<file path="config.mk">
export PLATFORM = sky130hd
export DESIGN_NAME = swamm_front_flat
export DESIGN_NICKNAME = d
export VERILOG_FILES = /design/src/swamm_pkg.sv /design/src/swamm_ifs.sv /design/src/swamm_front.sv /design/src/flat_wrapper.sv
export SDC_FILE = /design/constraint.sdc
export NUM_CORES = 1
export LEC_CHECK = 0
export BUFFER_PORTS_ARGS = -buffer_cell sky130_fd_sc_hd__buf_2
export CAP_MARGIN = 20
export CORE_UTILIZATION = 53
export DETAILED_ROUTE_END_ITERATION = 8
export GPL_ROUTABILITY_DRIVEN = 0
export HOLD_SLACK_MARGIN = 0.03
export PLACE_DENSITY_LB_ADDON = 0.25
export SLEW_MARGIN = 10
export SYNTH_ARGS = -nofsm -noshare
export SYNTH_HDL_FRONTEND = slang
export SYNTH_SLANG_ARGS = --single-unit
</file>
<file path="constraint.sdc">
create_clock -name clk -period 4 [get_ports clk]
set_input_delay 0.6 -clock clk [delete_from_list [all_inputs] [get_ports clk]]
set_output_delay 0.6 -clock clk [all_outputs]
set_load 0.01 [all_outputs]
</file>
<file path="src/swamm_pkg.sv">
// Package for the sliding window average / min / max block.
// Holds sizes, payload types and the window engine state codes.
// No dependencies; every other file of the block imports it.
`timescale 1ns / 1ps

package swamm_pkg;

  // window store depth and derived widths
  localparam int WindowMax  = 1024;
  localparam int AddrW      = $clog2(WindowMax);
  localparam int LenW       = $clog2(WindowMax + 1);
  localparam int CfgW       = 11;
  localparam int TempW      = 9;
  localparam int SumW       = TempW + AddrW + 1;
  localparam int DivCntW    = $clog2(SumW + 1);

  // queue between front and back
  localparam int QueueDepth = 2;
  localparam int QPtrW      = $clog2(QueueDepth);
  localparam int QCntW      = $clog2(QueueDepth + 1);

  typedef logic signed [TempW-1:0] temp_t;
  typedef logic signed [SumW-1:0]  sum_t;
  typedef logic [LenW-1:0]         len_t;
  typedef logic [AddrW-1:0]        addr_t;
  typedef logic [CfgW-1:0]         cfg_t;

  typedef struct packed {
    temp_t temperature;
    logic  last_of_sequence;
  } queue_item_t;

  typedef enum logic [2:0] {
    ST_IDLE,
    ST_SUM,
    ST_TRACK,
    ST_HI_GO,
    ST_HI_WAIT,
    ST_LO_GO,
    ST_LO_WAIT,
    ST_RESULT
  } state_t;

endpackage

</file>
<file path="src/swamm_ifs.sv">
// Channel interfaces of the sliding window block: samples, results, config.
// Each carries valid, ready and its payload. Depends on swamm_pkg.
`timescale 1ns / 1ps

interface swamm_in_if;
  import swamm_pkg::*;
  logic  valid;
  logic  ready;
  temp_t temperature;
  logic  last_of_sequence;
  modport source (output valid, output temperature, output last_of_sequence, input ready);
  modport sink   (input valid, input temperature, input last_of_sequence, output ready);
endinterface


</file>
<file path="src/swamm_front.sv">
// Front of the sliding window block: accepts samples into a short queue.
// Hands queue entries to the window engine. Depends on swamm_pkg, swamm_ifs.
`timescale 1ns / 1ps

module swamm_front (
  input  logic                    clk,
  input  logic                    rst,
  swamm_in_if.sink                samples,
  output logic                    q_valid,
  output swamm_pkg::queue_item_t  q_item,
  input  logic                    q_ready
);
  import swamm_pkg::*;

  queue_item_t       slots [QueueDepth];
  logic [QPtrW-1:0]  wr_ptr;
  logic [QPtrW-1:0]  rd_ptr;
  logic [QCntW-1:0]  count;
  logic              push;
  logic              pop;

  assign samples.ready = count != QCntW'(QueueDepth);
  assign push          = samples.valid && samples.ready;
  assign q_valid       = count != '0;
  assign pop           = q_valid && q_ready;
  assign q_item        = slots[rd_ptr];

  always_ff @(posedge clk) begin
    if (rst) begin
      wr_ptr <= '0;
      rd_ptr <= '0;
      count  <= '0;
    end else begin
      if (push) begin
        wr_ptr <= (wr_ptr == QPtrW'(QueueDepth - 1)) ? '0 : wr_ptr + 1'b1;
      end
      if (pop) begin
        rd_ptr <= (rd_ptr == QPtrW'(QueueDepth - 1)) ? '0 : rd_ptr + 1'b1;
      end
      if (push && !pop) begin
        count <= count + 1'b1;
      end else if (pop && !push) begin
        count <= count - 1'b1;
      end
    end
  end

  always_ff @(posedge clk) begin
    if (push) begin
      slots[wr_ptr] <= '{temperature: samples.temperature,
                         last_of_sequence: samples.last_of_sequence};
    end
  end

endmodule

</file>
<file path="src/flat_wrapper.sv">
// flat-port wrapper written by rule: the top's interface ports become plain ports
module swamm_front_flat import swamm_pkg::*;
  (clk, rst, q_valid, q_item, q_ready, samples_valid, samples_temperature, samples_last_of_sequence, samples_ready);
  swamm_in_if samples_i ();
  input  logic clk;
  input  logic rst;
  output logic q_valid;
  output swamm_pkg::queue_item_t q_item;
  input  logic q_ready;
  input wire logic [$bits(samples_i.valid)-1:0] samples_valid;
  input wire logic [$bits(samples_i.temperature)-1:0] samples_temperature;
  input wire logic [$bits(samples_i.last_of_sequence)-1:0] samples_last_of_sequence;
  output wire logic [$bits(samples_i.ready)-1:0] samples_ready;
  assign samples_i.valid = samples_valid;
  assign samples_i.temperature = samples_temperature;
  assign samples_i.last_of_sequence = samples_last_of_sequence;
  assign samples_ready = samples_i.ready;
  swamm_front u_core (.clk(clk), .rst(rst), .samples(samples_i), .q_valid(q_valid), .q_item(q_item), .q_ready(q_ready));
endmodule
</file>
==> impl_results.md, run 1 <==
* Setup violation total in the final timing report at 0
* Commonest cells in the netlist: 20 x edfxtp_1, 10 x mux2_2, 5 x dfxtp_1
* Final ANT Viol Nets at 0
* Switching share of total power at 28.74%
* CP max stage delay at 0.60 ns
* Multiplexer share of the synthesized area at 11.97%
* Max Used Layer: met4
* Resized Gates After CTS at 0
* Main combinational cell family by area after synthesis: multiplexers
* Compound-Gate Fraction of Synth Area at 3.191%
* Final Max Tran Viols at 0
* Maxcap violations at 0
* Post-synthesis adder-cell area fraction at 1.330%
* Post-Syn Area at 940.9 um^2
* Fin crit period at 2.042 ns
* Hold-fix buffers, CTS at 0
* Crit share post-route at 51.05%
* Count of input and output buffers at 25
* H-tree depth at 1
* Most common cell in the synthesized netlist: edfxtp_1
* Max-slew headroom at 70.25%
* Vias in the first global route at 515
* Dpl cells at 95
* Sink Count at 25
* Library cells used by synthesis at 17
* Avg Inst Size Synth at 17.11 um^2
* Initial antenna violation count at 0
* Finished Layout Cells at 99
* Max VDD drop at 380.4 uV
* Rows at 14
* FFs w/ async S/R, synth at 0%
* Die width at 44.14 um
* Yosys top cell area share at 63.83%
* Mean routed wirelength per cell at 13.06 um
* Tightest Pin Transition at 0.4462 ns
* CP Data Arrival Time at 1.44 ns
* Layout area overhead at 17.82%
* Setup Skew at 0.005116 ns
* Synth Flop Type: edfxtp_1
* Area contributors post-synth: edfxtp_1 64%, mux2_2 12%, dfxtp_1 11%
* Met2 wire len at 703 um
* Synth area leader: edfxtp_1
* Status: finished, violations left
* Failing checks: DRC
* 1st-pass router iterations at 6
* Fmax achieved at 489.7 MHz
* Met1 WL at 499 um
* Cells after synthesis at 55
* CTS tree: yes
* Post-DP HPWL at 955 um
* Synth Area in XOR/XNOR at 2.793%
* ANT cells at 0
* Layout cells sized above 1 at 49.40%
* Power, Total at 0.6507 mW
* Startpoint Class: flip-flop
* Crit end category: output pin
* Core Footprint at 1577 um^2
* EDFF count, synth at 20
* Syn nets at 70
* Final Core Density at 70.32%
* Largest fanout on the critical path at 10
* Pwr per Cell Area at 587.0 nW/um^2
* Sequential-to-total area share from yosys stat at 74.47%
* Lkg Pwr at 0.4412 nW
* Largest net degree at the start of global routing at 15
* Flop pwr share at 55.3%
* Clock-pin slew on the worst setup and hold paths at 0.12 ns
* Initial Util at 59.68%
* Combinational power share at 28.7%
* Final setup TNS at 0 ns
* Critical path class: reg -> out
* Simple-gate area share of the yosys netlist at 5.319%
* Die height at 44.14 um
* Maximum root-to-sink buffer count at 2
* First-pass GRT wire length at 2028 um
* RSZ-0062 raised after global routing: no
* Gr ovfl total at 0
* Number of synthesized register bits at 25
* DR vias/cell at 5.414
* Top-Level Pins at 26
* NetSw at 0.1871 mW
* DRT Wirelength at 1293 um
* Synth Warn # at 0
* DRT iter0 DRCs at 7
* Final net count at 99
* Hold crit path type: in -> reg
* Clock Power Share at 16.0%
* Internal power at 0.4637 mW
* GRT Overall Usage at 15.49%
* Die area at 1948 um^2
* Vias at 536
* CP required at 3.40 ns
* Clock Latency Late Sink at 0.31 ns
* Setup Fix Bufs, Post-CTS at 0
* Final Hold Viols at 0
* Critical-path top delay cell: dfxtp_1
* Routed length on met3 at 57 um
* Num CTS Buffers at 3
* Critical Path, Cell by Cell: mux2_2 > buf_2
* Drt drc at 1
* Root Buffer: clkbuf_4
## through the flow
step	hold WS [ns]	setup slack [ns]	instance area [um^2]
6_report	0.4704	1.958	1109
5_1_grt	0.4434	1.853	1109
4_1_cts	0.4670	1.929	1109
3_3_place_gp	0.5040	2.283	1081
3_5_place_dp	0.5224	2.249	1081
2_1_floorplan	0.4705	2.425	940.9
## worst max-delay path, delay by kind of cell (launching register included)
kind,cells,cell delay [ns]
muxes,1,0.39
buffers and inverters,1,0.14
DFF,1,0.60
## cell type report
cell class,instances,area [um^2]
clock inverter,1,5.005
tap,16,20.02
multi-input combinational,28,231.5
clock buffer,3,22.52
fill,117,467.9
inverter,1,3.754
timing repair buffer,25,125.1
sequential,25,700.7
## final timing paths
kind                          startpoint                 end  slack (ns)  cells past startpoint
hold / removal    samples_temperature[8]  u_core.slots[0][9]        0.47                      1
setup / recovery               flip-flop           q_item[5]        1.96                      2
hold reg to reg          u_core.count[1]     u_core.count[1]        0.53                      2
setup reg to reg         u_core.count[0]     u_core.count[1]        2.39                      5
## flip-flops by register name (all words and copies together), names as in the netlist, named ones only
name	cells
u_core.slots	20
u_core.wr_ptr	1
u_core.rd_ptr	1
u_core.count	2
## metal layers
layer | vias up | GRT usage, %
met5 | - | 0
met4 | 0 | 10.91
met3 | 5 | 3.673
met2 | 16 | 27.94
met1 | 255 | 15.36
li1 | 260 | -
## cells in the final DEF, fill, tap and decap left out
cell type | Yosys | routed
buf_2 | 1 | 25
edfxtp_1 | 20 | 20
mux2_2 | 10 | 10
dfxtp_1 | 5 | 5
xor2_1 | 3 | 3
nor2_1 | 3 | 3
clkbuf_4 | 0 | 3
o21ai_0 | 2 | 2
a21oi_1 | 2 | 2
nand2b_1 | 1 | 1
and2_1 | 1 | 1
or2_2 | 1 | 1
and3_1 | 1 | 1
nand3b_1 | 1 | 1
inv_1 | 1 | 1
or3_1 | 1 | 1
a21bo_2 | 1 | 1
ha_1 | 1 | 1
clkinv_2 | 0 | 1
## kinds of logic after synthesis
logic type      after synthesis
compound gates                5
xor+xnor                      3
fa+ha+maj                     1
buf+inv                       2
flops                        25
mux                          10
simple gates                  9
## power groups by stage
stage / Sequential (mW) / Clock [mW] / Combinational (mW)
after floorplan: 0.348 / 0 / 0.143
after global placement: 0.365 / 0 / 0.185
after detailed placement: 0.366 / 0 / 0.189
after CTS: 0.361 / 0.107 / 0.190
after global routing: 0.366 / 0.119 / 0.205
final: 0.360 / 0.104 / 0.187
Note: power is estimated with default switching activity, not from simulation.
==> run 2, diff against run 1 <==
CORE_UTILIZATION = 44   (was 53)
clock period = 1.85 ns   (was 4 ns; I/O delays follow)
==> impl_results.md, run 2 (same netlist as run 1, synthesis figures left out) <==
* Status: finished, final reports clean
* Root Buffer: clkbuf_4
* CP Data Arrival Time at 1.45 ns
* Fin crit period at 1.725 ns
* Setup Fix Bufs, Post-CTS at 0
* Die width at 48.24 um
* Final Max Tran Viols at 0
* Mean routed wirelength per cell at 11.92 um
* CP required at 1.57 ns
* Count of input and output buffers at 25
* Initial antenna violation count at 0
* CTS tree: yes
* Vias at 520
* Die area at 2327 um^2
* Hold Crit Start: samples_temperature[2]
* Max VDD drop at 844.5 uV
* Tightest Pin Transition at 0.4852 ns
* DRT iter0 DRCs at 10
* Most common cell after layout, fill and taps aside: buf_2
* Fillers at 177
* Worst reg2reg path depth at 5
* GRT Overall Usage at 12.41%
* Num CTS Buffers at 3
* Top-Level Pins at 26
* Final Core Density at 56.57%
* R2R setup slack at 0.22 ns
* DR vias/cell at 4.727
* Final ANT Viol Nets at 0
* Reg2reg start: u_core.count[0]
* Hold-fix buffers, CTS at 0
* Clock Latency Late Sink at 0.30 ns
* Lkg Pwr at 0.4384 nW
* Hold crit path type: in -> reg
* Power, Total at 1.412 mW
* Initial Util at 47.47%
* Max-slew headroom at 67.66%
* Final Hold Viols at 0
* Fmax achieved at 579.6 MHz
* Vias in the first global route at 465
* Hold depth at 1
* Die height at 48.24 um
* R2r endpoint: u_core.count[1]
* First-pass GRT wire length at 1876 um
* Startpoint Class: flip-flop
* Sequential standard cell area at 700.7 um^2
* Critical path class: reg -> out
* Rows at 16
* Crit share post-route at 93.26%
* Layout area overhead at 19.15%
* Core Footprint at 1982 um^2
* RSZ-0062 raised after global routing: no
* Clock-pin slew on the worst setup and hold paths at 0.12 ns
* Final net count at 99
* Largest fanout on the critical path at 10
* Setup violation total in the final timing report at 0
* Layout cells sized above 1 at 48.19%
* Sink Count at 25
* Drt drc at 0
* Multi-input gate area at 231.5 um^2
* Maxcap violations at 0
* H-tree depth at 1
* Pwr per Cell Area at 1259 nW/um^2
* Post-DP HPWL at 941.2 um
* Largest registers: u_core.slots x20, u_core.count x2
* Reg with most FFs: u_core.slots
* Final setup TNS at 0 ns
* Worst hold endpoint: u_core.slots[1][3]
* ANT cells at 0
* Crit end category: output pin
* Max reg flops at 20
* Largest net degree at the start of global routing at 14
* 1st-pass router iterations at 3
* Resized Gates After CTS at 0
* Setup Skew at 0.005113 ns
* Commonest cells after routing, fill and taps aside: 25 x buf_2, 20 x edfxtp_1, 10 x mux2_2
* DRT Wirelength at 1311 um
* Maximum root-to-sink buffer count at 2
* Gr ovfl total at 0
## run 2: report_power, final
| part | switching, mW | total [mW] | internal (mW) |
|---|---|---|---|
| registers | 0.0674 | 0.778 | 0.711 |
| logic | 0.195 | 0.406 | 0.211 |
| clock network | 0.144 | 0.228 | 0.0841 |
| total | 0.406 | 1.41 | 1.01 |
## run 2: layer usage
metal	global-route usage [%]	wire [um]	up-vias
met1	14.66	538	238
met5	0	0	-
met4	8.333	22	0
li1	-	-	261
met2	20.27	680	17
met3	2.593	70	4
## run 2: metrics by stage
step                hold WS, ns  cell area, um^2  cells  setup slack, ns
floorplan                0.3466            940.9     55           0.2865
global placement         0.4660             1095    106           0.3263
detailed placement       0.4697             1095    106           0.2508
CTS                      0.1433             1121    110          0.08051
global route             0.1459             1121    110          0.04661
finish                   0.1499             1121    110           0.1246
## run 2: area by class of cell
type                            count  area share, %
Tap cell                           27          3.013
Multi-Input combinational cell     28          20.65
Timing Repair Buffer               25          11.16
Sequential cell                    25          62.50
Inverter                            1         0.3348
Clock buffer                        4          2.344
## run 2: worst max path at each step
stage | startpoint | end | slack, ns | cells past startpoint
finish | flip-flop | q_item[6] | 0.12 | 2
global route | flip-flop | q_item[6] | 0.05 | 2
CTS | flip-flop | q_item[6] | 0.08 | 2
detailed placement | u_core.count[0] | u_core.count[1] | 0.25 | 5
global placement | u_core.count[0] | u_core.count[1] | 0.33 | 5
floorplan | u_core.count[0] | u_core.count[1] | 0.29 | 5
## run 2: critical path, cell delays in order (launching register included)
cell	delay, ns
dfxtp_1	0.61
mux2_2	0.39
buf_2	0.14
